===== src/design/bmrk_pkg.sv =====
// Shared types, constants, saturating helpers and the microcode program
// for the bend multipole radiation kick unit. No dependencies.
package bmrk_pkg;

  localparam int CW       = 48;   // coordinate width
  localparam int FRAC     = 40;
  localparam int RC_FRAC  = 60;
  localparam int ODEPTH   = 16;
  localparam int OIDX_W   = $clog2(ODEPTH);
  localparam int PC_W     = 7;
  localparam int RA_W     = 5;
  localparam int DIV_STEPS  = 64 + FRAC;
  localparam int DCNT_W     = $clog2(DIV_STEPS + 1);

  localparam logic signed [63:0] S64_MAX = {1'b0, {63{1'b1}}};
  localparam logic signed [63:0] S64_MIN = {1'b1, {63{1'b0}}};
  localparam logic signed [63:0] ONE_Q   = 64'sd1 <<< FRAC;

  // configuration register indexes
  localparam logic [1:0] CFG_MAX_ORDER = 2'd0;
  localparam logic [1:0] CFG_LENGTH    = 2'd1;
  localparam logic [1:0] CFG_IRHO      = 2'd2;
  localparam logic [1:0] CFG_RAD       = 2'd3;

  // opcodes
  localparam logic [4:0] OP_LDIN  = 5'd0;
  localparam logic [4:0] OP_LDCN  = 5'd1;
  localparam logic [4:0] OP_LDCS  = 5'd2;
  localparam logic [4:0] OP_ADD   = 5'd3;
  localparam logic [4:0] OP_SUB   = 5'd4;
  localparam logic [4:0] OP_MOV   = 5'd5;
  localparam logic [4:0] OP_SHR   = 5'd6;
  localparam logic [4:0] OP_MUL   = 5'd7;
  localparam logic [4:0] OP_MULRC = 5'd8;
  localparam logic [4:0] OP_DIV   = 5'd9;
  localparam logic [4:0] OP_STO   = 5'd10;
  localparam logic [4:0] OP_SETC  = 5'd11;
  localparam logic [4:0] OP_BRZ   = 5'd12;
  localparam logic [4:0] OP_DEC   = 5'd13;
  localparam logic [4:0] OP_JMP   = 5'd14;
  localparam logic [4:0] OP_WOUT  = 5'd15;
  localparam logic [4:0] OP_END   = 5'd16;

  // register file addresses; the first ten double as input source codes
  localparam logic [RA_W-1:0] R_X = 5'd0,  R_PX = 5'd1,  R_Y = 5'd2,  R_PY = 5'd3;
  localparam logic [RA_W-1:0] R_DP = 5'd4, R_Z = 5'd5,   R_L = 5'd6,  R_IRHO = 5'd7;
  localparam logic [RA_W-1:0] R_RC = 5'd8, R_ONE = 5'd9, R_RE = 5'd10, R_IM = 5'd11;
  localparam logic [RA_W-1:0] R_T0 = 5'd12, R_T1 = 5'd13, R_T2 = 5'd14, R_T3 = 5'd15;
  localparam logic [RA_W-1:0] R_OPD = 5'd16, R_XPR = 5'd17, R_YPR = 5'd18, R_XR = 5'd19;
  localparam logic [RA_W-1:0] R_H = 5'd20, R_BY = 5'd21, R_ANG2 = 5'd22, R_DEN = 5'd23;
  localparam logic [RA_W-1:0] R_NUM = 5'd24, R_B2P = 5'd25, R_FAC = 5'd26, R_LOSS = 5'd27;
  localparam logic [RA_W-1:0] R_DPN = 5'd28, R_OPDN = 5'd29, R_PXN = 5'd30, R_PYN = 5'd31;

  // result field codes for OP_STO
  localparam logic [RA_W-1:0] F_POS_X = 5'd0, F_MOM_X = 5'd1, F_POS_Y = 5'd2;
  localparam logic [RA_W-1:0] F_MOM_Y = 5'd3, F_EDEV = 5'd4,  F_PATH = 5'd5;

  localparam logic [PC_W-1:0] PC_LOOP = 7'd13;
  localparam logic [PC_W-1:0] PC_POST = 7'd27;

  typedef struct packed {
    logic                    mode;
    logic [3:0]              coef_index;
    logic signed [63:0]      coef_skew;
    logic signed [63:0]      coef_normal;
    logic signed [CW-1:0]    pos_x;
    logic signed [CW-1:0]    mom_x;
    logic signed [CW-1:0]    pos_y;
    logic signed [CW-1:0]    mom_y;
    logic signed [CW-1:0]    energy_dev;
    logic signed [CW-1:0]    path_len;
  } in_item_t;

  typedef struct packed {
    logic signed [CW-1:0] new_pos_x;
    logic signed [CW-1:0] new_mom_x;
    logic signed [CW-1:0] new_pos_y;
    logic signed [CW-1:0] new_mom_y;
    logic signed [CW-1:0] new_energy_dev;
    logic signed [CW-1:0] new_path_len;
  } out_item_t;

  typedef struct packed {
    logic [4:0]      op;
    logic [RA_W-1:0] dst;
    logic [RA_W-1:0] a;
    logic [RA_W-1:0] b;
    logic [PC_W-1:0] tgt;
  } instr_t;

  typedef struct packed {
    logic              start;
    logic              out_set;
    logic [4:0]        op;
    logic [RA_W-1:0]   dst;
    logic [RA_W-1:0]   a;
    logic [RA_W-1:0]   b;
    logic [OIDX_W-1:0] cidx;
  } cmd_t;

  typedef struct packed {
    logic              done;
    logic              out_full;
    logic [OIDX_W-1:0] max_order;
  } stat_t;

  function automatic logic signed [63:0] sadd(logic signed [63:0] a, logic signed [63:0] b);
    logic signed [64:0] s;
    s = {a[63], a} + {b[63], b};
    if (s[64] != s[63]) return s[64] ? S64_MIN : S64_MAX;
    return s[63:0];
  endfunction

  function automatic logic signed [63:0] ssub(logic signed [63:0] a, logic signed [63:0] b);
    logic signed [64:0] s;
    s = {a[63], a} - {b[63], b};
    if (s[64] != s[63]) return s[64] ? S64_MIN : S64_MAX;
    return s[63:0];
  endfunction

  function automatic logic [63:0] mag(logic signed [63:0] a);
    return a[63] ? (~a + 64'd1) : a;
  endfunction

  function automatic logic signed [63:0] from_mag(logic neg, logic [63:0] m);
    if (!neg) return m[63] ? S64_MAX : m;
    if (m > {1'b1, 63'd0}) return S64_MIN;
    return ~m + 64'd1;
  endfunction

  function automatic logic signed [CW-1:0] sat_coord(logic signed [63:0] v);
    if (v[63:CW-1] != {(65-CW){v[63]}}) return v[63] ? {1'b1, {(CW-1){1'b0}}} : {1'b0, {(CW-1){1'b1}}};
    return v[CW-1:0];
  endfunction

  function automatic instr_t mk(logic [4:0] op, logic [RA_W-1:0] dst, logic [RA_W-1:0] a,
                                logic [RA_W-1:0] b, logic [PC_W-1:0] tgt);
    instr_t i;
    i.op = op; i.dst = dst; i.a = a; i.b = b; i.tgt = tgt;
    return i;
  endfunction

  function automatic instr_t prog(logic [PC_W-1:0] pc);
    instr_t i;
    case (pc)
      7'd0:  i = mk(OP_LDIN, R_X, R_X, R_X, '0);
      7'd1:  i = mk(OP_LDIN, R_PX, R_PX, R_X, '0);
      7'd2:  i = mk(OP_LDIN, R_Y, R_Y, R_X, '0);
      7'd3:  i = mk(OP_LDIN, R_PY, R_PY, R_X, '0);
      7'd4:  i = mk(OP_LDIN, R_DP, R_DP, R_X, '0);
      7'd5:  i = mk(OP_LDIN, R_Z, R_Z, R_X, '0);
      7'd6:  i = mk(OP_LDIN, R_L, R_L, R_X, '0);
      7'd7:  i = mk(OP_LDIN, R_IRHO, R_IRHO, R_X, '0);
      7'd8:  i = mk(OP_LDIN, R_RC, R_RC, R_X, '0);
      7'd9:  i = mk(OP_LDIN, R_ONE, R_ONE, R_X, '0);
      7'd10: i = mk(OP_SETC, R_X, R_X, R_X, '0);
      7'd11: i = mk(OP_LDCN, R_RE, R_X, R_X, '0);
      7'd12: i = mk(OP_LDCS, R_IM, R_X, R_X, '0);
      7'd13: i = mk(OP_BRZ, R_X, R_X, R_X, PC_POST);
      7'd14: i = mk(OP_DEC, R_X, R_X, R_X, '0);
      7'd15: i = mk(OP_MUL, R_T0, R_RE, R_X, '0);
      7'd16: i = mk(OP_MUL, R_T1, R_IM, R_Y, '0);
      7'd17: i = mk(OP_SUB, R_T0, R_T0, R_T1, '0);
      7'd18: i = mk(OP_LDCN, R_T1, R_X, R_X, '0);
      7'd19: i = mk(OP_ADD, R_T2, R_T0, R_T1, '0);
      7'd20: i = mk(OP_MUL, R_T0, R_IM, R_X, '0);
      7'd21: i = mk(OP_MUL, R_T1, R_RE, R_Y, '0);
      7'd22: i = mk(OP_ADD, R_T0, R_T0, R_T1, '0);
      7'd23: i = mk(OP_LDCS, R_T1, R_X, R_X, '0);
      7'd24: i = mk(OP_ADD, R_IM, R_T0, R_T1, '0);
      7'd25: i = mk(OP_MOV, R_RE, R_T2, R_X, '0);
      7'd26: i = mk(OP_JMP, R_X, R_X, R_X, PC_LOOP);
      7'd27: i = mk(OP_ADD, R_OPD, R_ONE, R_DP, '0);
      7'd28: i = mk(OP_DIV, R_XPR, R_PX, R_OPD, '0);
      7'd29: i = mk(OP_DIV, R_YPR, R_PY, R_OPD, '0);
      7'd30: i = mk(OP_MUL, R_XR, R_X, R_IRHO, '0);
      7'd31: i = mk(OP_ADD, R_H, R_ONE, R_XR, '0);
      7'd32: i = mk(OP_ADD, R_BY, R_RE, R_IRHO, '0);
      7'd33: i = mk(OP_MUL, R_T0, R_XPR, R_XPR, '0);
      7'd34: i = mk(OP_MUL, R_T1, R_YPR, R_YPR, '0);
      7'd35: i = mk(OP_ADD, R_ANG2, R_T0, R_T1, '0);
      7'd36: i = mk(OP_MUL, R_T0, R_H, R_H, '0);
      7'd37: i = mk(OP_ADD, R_DEN, R_T0, R_ANG2, '0);
      7'd38: i = mk(OP_MUL, R_T1, R_BY, R_H, '0);
      7'd39: i = mk(OP_MUL, R_T2, R_IM, R_H, '0);
      7'd40: i = mk(OP_MUL, R_T0, R_IM, R_YPR, '0);
      7'd41: i = mk(OP_MUL, R_T3, R_BY, R_XPR, '0);
      7'd42: i = mk(OP_SUB, R_T3, R_T0, R_T3, '0);
      7'd43: i = mk(OP_MUL, R_T0, R_T1, R_T1, '0);
      7'd44: i = mk(OP_MUL, R_T2, R_T2, R_T2, '0);
      7'd45: i = mk(OP_ADD, R_T0, R_T0, R_T2, '0);
      7'd46: i = mk(OP_MUL, R_T3, R_T3, R_T3, '0);
      7'd47: i = mk(OP_ADD, R_NUM, R_T0, R_T3, '0);
      7'd48: i = mk(OP_DIV, R_B2P, R_NUM, R_DEN, '0);
      7'd49: i = mk(OP_SHR, R_T0, R_ANG2, R_X, '0);
      7'd50: i = mk(OP_ADD, R_FAC, R_H, R_T0, '0);
      7'd51: i = mk(OP_MUL, R_T0, R_OPD, R_OPD, '0);
      7'd52: i = mk(OP_MUL, R_FAC, R_FAC, R_T0, '0);
      7'd53: i = mk(OP_MUL, R_FAC, R_FAC, R_L, '0);
      7'd54: i = mk(OP_MULRC, R_T0, R_RC, R_B2P, '0);
      7'd55: i = mk(OP_MUL, R_LOSS, R_T0, R_FAC, '0);
      7'd56: i = mk(OP_SUB, R_DPN, R_DP, R_LOSS, '0);
      7'd57: i = mk(OP_ADD, R_OPDN, R_ONE, R_DPN, '0);
      7'd58: i = mk(OP_MUL, R_PXN, R_XPR, R_OPDN, '0);
      7'd59: i = mk(OP_MUL, R_PYN, R_YPR, R_OPDN, '0);
      7'd60: i = mk(OP_SUB, R_T0, R_DP, R_XR, '0);
      7'd61: i = mk(OP_MUL, R_T1, R_T0, R_IRHO, '0);
      7'd62: i = mk(OP_SUB, R_T0, R_RE, R_T1, '0);
      7'd63: i = mk(OP_MUL, R_T0, R_L, R_T0, '0);
      7'd64: i = mk(OP_SUB, R_PXN, R_PXN, R_T0, '0);
      7'd65: i = mk(OP_MUL, R_T0, R_L, R_IM, '0);
      7'd66: i = mk(OP_ADD, R_PYN, R_PYN, R_T0, '0);
      7'd67: i = mk(OP_MUL, R_T0, R_L, R_IRHO, '0);
      7'd68: i = mk(OP_MUL, R_T0, R_T0, R_X, '0);
      7'd69: i = mk(OP_ADD, R_Z, R_Z, R_T0, '0);
      7'd70: i = mk(OP_WOUT, R_X, R_X, R_X, '0);
      7'd71: i = mk(OP_STO, F_POS_X, R_X, R_X, '0);
      7'd72: i = mk(OP_STO, F_MOM_X, R_PXN, R_X, '0);
      7'd73: i = mk(OP_STO, F_POS_Y, R_Y, R_X, '0);
      7'd74: i = mk(OP_STO, F_MOM_Y, R_PYN, R_X, '0);
      7'd75: i = mk(OP_STO, F_EDEV, R_DPN, R_X, '0);
      7'd76: i = mk(OP_STO, F_PATH, R_Z, R_X, '0);
      default: i = mk(OP_END, R_X, R_X, R_X, '0);
    endcase
    return i;
  endfunction

endpackage


===== src/design/bmrk_ctrl.sv =====
// Controller: microcode sequencer that steps the program held in the
// package and drives the datapath. Depends on bmrk_pkg.
module bmrk_ctrl import bmrk_pkg::*; (
  input  logic  clk,
  input  logic  rst,
  input  logic  in_fire,
  input  logic  in_mode,
  output logic  idle,
  output cmd_t  cmd,
  input  stat_t st
);

  localparam logic [1:0] S_IDLE  = 2'd0;
  localparam logic [1:0] S_ISSUE = 2'd1;
  localparam logic [1:0] S_START = 2'd2;
  localparam logic [1:0] S_WAIT  = 2'd3;

  logic [1:0]        state, state_next;
  logic [PC_W-1:0]   pc, pc_next;
  logic [OIDX_W-1:0] cnt, cnt_next;
  instr_t            instr;
  logic              out_set;

  assign instr = prog(pc);
  assign idle  = (state == S_IDLE);

  always_comb begin
    state_next = state;
    pc_next    = pc;
    cnt_next   = cnt;
    out_set    = 1'b0;
    case (state)
      S_IDLE: begin
        if (in_fire && in_mode) begin
          pc_next    = '0;
          state_next = S_ISSUE;
        end
      end
      S_ISSUE: begin
        case (instr.op)
          OP_SETC: begin
            cnt_next = st.max_order;
            pc_next  = pc + PC_W'(1);
          end
          OP_BRZ:  pc_next = (cnt == '0) ? instr.tgt : pc + PC_W'(1);
          OP_DEC: begin
            cnt_next = cnt - OIDX_W'(1);
            pc_next  = pc + PC_W'(1);
          end
          OP_JMP:  pc_next = instr.tgt;
          // hold until the previous result has left
          OP_WOUT: if (!st.out_full) pc_next = pc + PC_W'(1);
          OP_END: begin
            out_set    = 1'b1;
            cnt_next   = '0;
            state_next = S_IDLE;
          end
          default: state_next = S_START;
        endcase
      end
      S_START, S_WAIT: begin
        if (st.done) begin
          pc_next    = pc + PC_W'(1);
          state_next = S_ISSUE;
        end else begin
          state_next = S_WAIT;
        end
      end
      default: state_next = S_IDLE;
    endcase
  end

  always_ff @(posedge clk) begin
    if (rst) begin
      state <= S_IDLE;
      pc    <= '0;
      cnt   <= '0;
    end else begin
      state <= state_next;
      pc    <= pc_next;
      cnt   <= cnt_next;
    end
  end

  assign cmd.start   = (state == S_START);
  assign cmd.out_set = out_set;
  assign cmd.op      = instr.op;
  assign cmd.dst     = instr.dst;
  assign cmd.a       = instr.a;
  assign cmd.b       = instr.b;
  assign cmd.cidx    = cnt;

`ifndef SYNTHESIS
  a_done_when_running: assert property (@(posedge clk) disable iff (rst)
    st.done |-> (state == S_START || state == S_WAIT))
    else $error("datapath done outside an arithmetic step");

  a_no_result_overwrite: assert property (@(posedge clk) disable iff (rst)
    cmd.out_set |-> !st.out_full)
    else $error("result posted while output register still full");

  a_order_count_bound: assert property (@(posedge clk) disable iff (rst)
    (state != S_IDLE) |-> (cnt <= st.max_order))
    else $error("order counter beyond configured order");

  a_idle_after_end: assert property (@(posedge clk) disable iff (rst)
    cmd.out_set |=> (state == S_IDLE))
    else $error("sequencer kept running after posting a result");
`endif

endmodule

===== config.mk =====
export PLATFORM = sky130hd
export DESIGN_NAME = bmrk_ctrl
export DESIGN_NICKNAME = d
export VERILOG_FILES = /design/src/design/bmrk_pkg.sv /design/src/design/bmrk_ctrl.sv
export SDC_FILE = /design/constraint.sdc
export NUM_CORES = 1
export LEC_CHECK = 0
export CORE_MARGIN = 2
export CORE_UTILIZATION = 64
export CTS_CLUSTER_SIZE = 8
export DETAILED_ROUTE_END_ITERATION = 10
export DONT_BUFFER_PORTS = 1
export PLACE_DENSITY = 0.86
export SETUP_SLACK_MARGIN = 0.15
export SYNTH_ARGS = -nofsm -noshare
export SYNTH_HDL_FRONTEND = slang
export SYNTH_SLANG_ARGS = --single-unit

===== constraint.sdc =====
create_clock -name clk -period 4.3 [get_ports clk]
set_clock_uncertainty 0.15 [all_clocks]
set_input_delay 0.43 -clock clk [delete_from_list [all_inputs] [get_ports clk]]
set_output_delay 0.43 -clock clk [all_outputs]
set_load 0.03 [all_outputs]

[Word level (Yosys, flattened, before mapping)]
Memories as Yosys holds them, arrays and structs flattened. A register that Yosys moved wholly into a read port is not among the register bits.
Index checks and enable logic that the tools add are counted.
Operators by class
  add/sub/neg operators: 2
  multiplexer cells: 15
  reductions and logical operators: 10
  eq/ne operators: 14
Operators by type and width (count)
  $mux 7: 6
  $pmux 7 s4: 1
  $eq 5x4->1 const B: 5
  $pmux 7 s3: 1
  $pmux 4 s3: 1
  $add 7x1->7 const B: 1
  $pmux 2 s3: 1
  $eq 5x5->1 const B: 1
  $ne 5x3->1 const B: 1
  $reduce_or 5->1: 1
  $eq 2x2->1 const B: 2
  $logic_not 4->1: 1
  $mux 2: 2
  $ne 2x2->1 const B: 2
  $pmux 2 s2: 1
  $reduce_and 2->1: 2
  $reduce_and 4->1: 1
  $reduce_or 2->1: 2
  $sub 4x1->4 const B: 1
  $ne 3x3->1 const B: 1
  $reduce_bool 3->1: 1
  $eq 2x1->1 const B: 1
  $logic_not 2->1: 1
  $mux 1: 2
  2 further kinds: 2
Storage, ports and cells
  memories kept: 1
  bits in read-only memories: 3200
  word-level logic and storage cells: 45
  bits in registers: 13
  output and inout port bits: 27
  input port bits: 10
Memory list
  (name not given): words 128, width 25, rd ports 1, clocked after memory_dff 1, wr ports 0, line bmrk_pkg.sv:145  | case (pc)

[Longest topological paths before layout]
  depth after elaboration: 6
  depth in mapped cells: 17
  gate-level depth less buffers: 13

[Worst setup path after synthesis]
No wires, ideal clock.
  path kind: register to register
  start point: register cnt[0]
  end point: register instr[18] (netlist name)
  arrival time: 3.607 ns
  setup time: 0.134 ns
  cell stages (with the launch flop): 16
  setup slack: 0.409 ns
  period minus slack after synthesis: 3.891 ns
  buffers on the path: 3
  cell sequence: dfxtp_1 > inv_1 > ha_1 > or3b_1 > buf_2 > mux2_2 > o221ai_1 > a221o_1 > clkbuf_1 > inv_1 > ha_1 > clkbuf_1 > and2_4 > a211oi_1 > a311oi_1 > or4_1
On the way
  longest elaborated chain between the ends: 6
Ends and longest elaborated chain
  start, declared: line bmrk_ctrl.sv:20  | logic [OIDX_W-1:0] cnt, cnt_next;
  start signal, assigned: line bmrk_ctrl.sv:81  | cnt <= cnt_next;
  $logic_not 4->1: line bmrk_ctrl.sv:45  | OP_BRZ: pc_next = (cnt == '0) ? instr.tgt : pc + PC_W'(1);
  $mux 7: line bmrk_ctrl.sv:45
  $pmux 7 s4: line bmrk_ctrl.sv:40  | case (instr.op)
  $pmux 7 s3: line bmrk_ctrl.sv:32  | case (state)
  $mux 7 (no line) (2 in series)
No other way between the ends.
A chain may end at the register's enable or synchronous reset.

[Worst setup path after layout]
  start point: register instr[25] (netlist name)
  end point: register instr[12] (netlist name)
On the way
  longest elaborated chain between the ends: 6
Ends and longest elaborated chain (line)
  $eq 5x4->1: bmrk_ctrl.sv:40
  $reduce_or 2->1 (no line)
  $pmux 7 s4 / $ne 5x3->1 (equally long branches)
  $pmux 7 s3 / $reduce_and 4->1 (equally long branches)
  $mux 7 (no line) * (2 in series)
Every way passes the cells marked *; elsewhere a longest branch is shown, timed or not.

==> reports/results.tsv <==
metric	value	unit
status	completed	
Post-Layout Cell Count	543	
row count	27	
Worst R2R Path Depth	11	
post-synthesis sequential area ratio	20.1	%
remaining antenna violation count	0	
initial drt markers	780	
WP data arrival	4140	ps
Synth Cell Area	0.00358	sq mm
Startpoint Class	register	
gpl congestion	1.02	
TritonRoute pass-1 iters	7	
CP Data Required Time	4340	ps
Avg WL per Cell	22.6	microns
CTS Buffer Depth	2	
maximum VDD drop	0.140	mV
Comb pwr share	28.6	%
actual slew at the worst max-slew pin	909	ps
share of cells above drive strength 1	9.98	%
Yosys warnings	0	
vias in the first global route	3735	
switching share of power	37.3	%
RSZ-0062 raised after global routing	no	
most frequent cells in the layout	54 x nand2_1, 45 x nor2_1, 36 x a21oi_1, 36 x dfxtp_1, 28 x o21ai_0	
max-cap violations	0	
final instance area	0.00358	sq mm
CTS tree	yes	
final setup TNS	0	ps
Post-synth EDFFs	0	
Syn Nets	527	
number of post-CTS setup repair buffers	0	
Post-DP Area	0.00348	sq mm
cell total after placement	535	
latest clock arrival within the worst-skew pair	300	ps
Die Y	78.8	microns
# diodes	0	
worst hold path cell count	1	
first-pass GRT wire length	19100	microns
clock root cell	clkbuf_8	
largest net degree at the start of global routing	46	
Synth Instances	505	
H-tree depth	2	
port buffer count	0	
I/O pins	37	
worst-path fanout max	15	
cts hold-fix bufs	0	
DRC	0	
clock group share of total power	28.6	%
crit path time final	4100	ps
core box area	0.00544	sq mm
critical path class	register to register	
CTS Buf Count	5	
Netlist cell types	78	
crit share post-route	95.4	%
antenna violations before repair	0	
Syn Area/Cell	7.09	sq um
Static Leakage	0.00138	uW
CTS sink count	36	
DIE AREA	0.00621	sq mm
internal cell power	571	uW
Seq pwr share	42.8	%
GRT overflow	0	
hpwl dp	8730	microns
detailed-route via count	4081	
drt total wl	12300	microns
post-DR vias/cell	7.52	
# setup viols final	0	
clk slew on worst S/H paths	70	ps
Tightest Hold Check Type	input pin to register	
all-layer global routing usage	39.0	%
Final Hold Vio Count	0	
overall power	911	uW
flops & latches, synth	36	
Crit. End Element	register	
worst hold slack	53.2	ps
Starting Density	65.9	%
# nets final	492	
most common cell after layout, fill and taps aside	nand2_1	
synth-to-layout area growth	0.0350	%
Pwr Density	254	mW/mm^2
Die Width	78.8	microns
Max Slew Vio Count	0	
Psw	340	uW
Rel. slew slack	38.8	%
Main synth FF type	dfxtp_1	
Achievable Freq	244	MHz
ys async rst share	0	%
## final timing paths
path | slack (ps) | start | to
setup / recovery | 200 | instr[25] | instr[12]
hold / removal | 50 | rst | state[0]
setup reg to reg | 200 | instr[25] | instr[12]
hold reg to reg | 370 | cnt[1] | cnt[1]
## area by class of cell
class	instances	area, sq um
flip-flops and latches	36	721
repair buffers	24	193
well taps	72	90.1
inverters	16	62.6
clock buffers	6	82.6
multi-input cells	387	2420
clock inverters	2	13.8
fillers	493	1860
## stage by stage
stage          utilization [%]  setup WS, ps
5_1_grt                   65.9           170
6_report                  65.9           199
3_5_place_dp              64.0           227
4_1_cts                   65.7           210
3_3_place_gp              64.0           383
2_1_floorplan                -           409
## cell families (layout without fill, tap and decap cells)
group	Yosys count	after routing	share of synthesized area, %
flops	36	36	20.1
compound gates	180	180	35.2
xor+xnor	7	7	1.71
fa+ha+maj	13	13	4.47
simple gates	183	183	24.8
buf+inv	82	48	12.5
mux	4	4	1.19
## metal layers
| layer | vias to the layer above | GRT usage, % | part of all wire [%] |
|---|---|---|---|
| met5 | - | 0 | 0 |
| met4 | 0 | 21.4 | 5.7 |
| met3 | 91 | 7.61 | 13 |
| met2 | 371 | 63.2 | 45 |
| met1 | 1835 | 48.8 | 37 |
| li1 | 1784 | - | - |
## power by group through the flow
stage                     registers, uW  logic, uW  clock network [uW]
final                               390        261                 260
after global routing                392        276                 276
after CTS                           390        247                 264
after detailed placement            398        246                   0
after global placement              397        247                   0
after floorplan                     364        234                   0
## sequential cells by signal (all words and copies together) (netlist names)
| signal | count |
|---|---|
| state | 2 |
| pc | 7 |
| cnt | 4 |
| instr | 23 |
## critical path, stage by stage, from the launching register on
cell	delay, ps
dfxtp_1	550
nor2b_1	480
o2111ai_1	180
buf_4	200
a211oi_1	310
xnor2_1	190
or2_2	420
inv_2	300
o21ai_0	320
nor2_1	530
o21ai_0	210
o221ai_1	150
## cell usage after synthesis, drive strengths merged (3+ instances only)
| cell type | n | area (sq um) |
|---|---|---|
| a31oi | 6 | 37.5 |
| o21ai | 29 | 145 |
| o22ai | 5 | 31.3 |
| a211o | 4 | 35.0 |
| o21a | 4 | 30.0 |
| a22oi | 3 | 22.5 |
| o22a | 3 | 26.3 |
| inv | 15 | 56.3 |
| a221o | 3 | 30.0 |
| and3b | 3 | 26.3 |
| a211oi | 22 | 165 |
| xnor2 | 4 | 35.0 |
| a221oi | 5 | 43.8 |
| and2 | 8 | 52.6 |
| nor2 | 47 | 186 |
| or2 | 4 | 25.0 |
| a21boi | 3 | 22.5 |
| buf | 53 | 337 |
| nand3 | 21 | 105 |
| nand4b | 3 | 26.3 |
| o2111ai | 6 | 52.6 |
| ha | 12 | 150 |
| a21oi | 37 | 189 |
| a311oi | 4 | 35.0 |
| xor2 | 3 | 26.3 |
| o211ai | 8 | 60.1 |
| clkbuf | 13 | 48.8 |
| dfxtp | 36 | 721 |
| nor2b | 3 | 18.8 |
| a21o | 6 | 45.0 |
| nand2 | 55 | 209 |
| o221ai | 5 | 43.8 |
| or4 | 6 | 45.0 |
| o31ai | 4 | 30.0 |
| nor3 | 18 | 90.1 |
| o311ai | 3 | 26.3 |
## what timing repair did
action / in CTS / in global routing
setup endpoints to repair: 0 / 10
gates resized for setup: 0 / 2
hold endpoints to repair: 0 / 0
No activity file was read; power rests on OpenSTA's default activity.
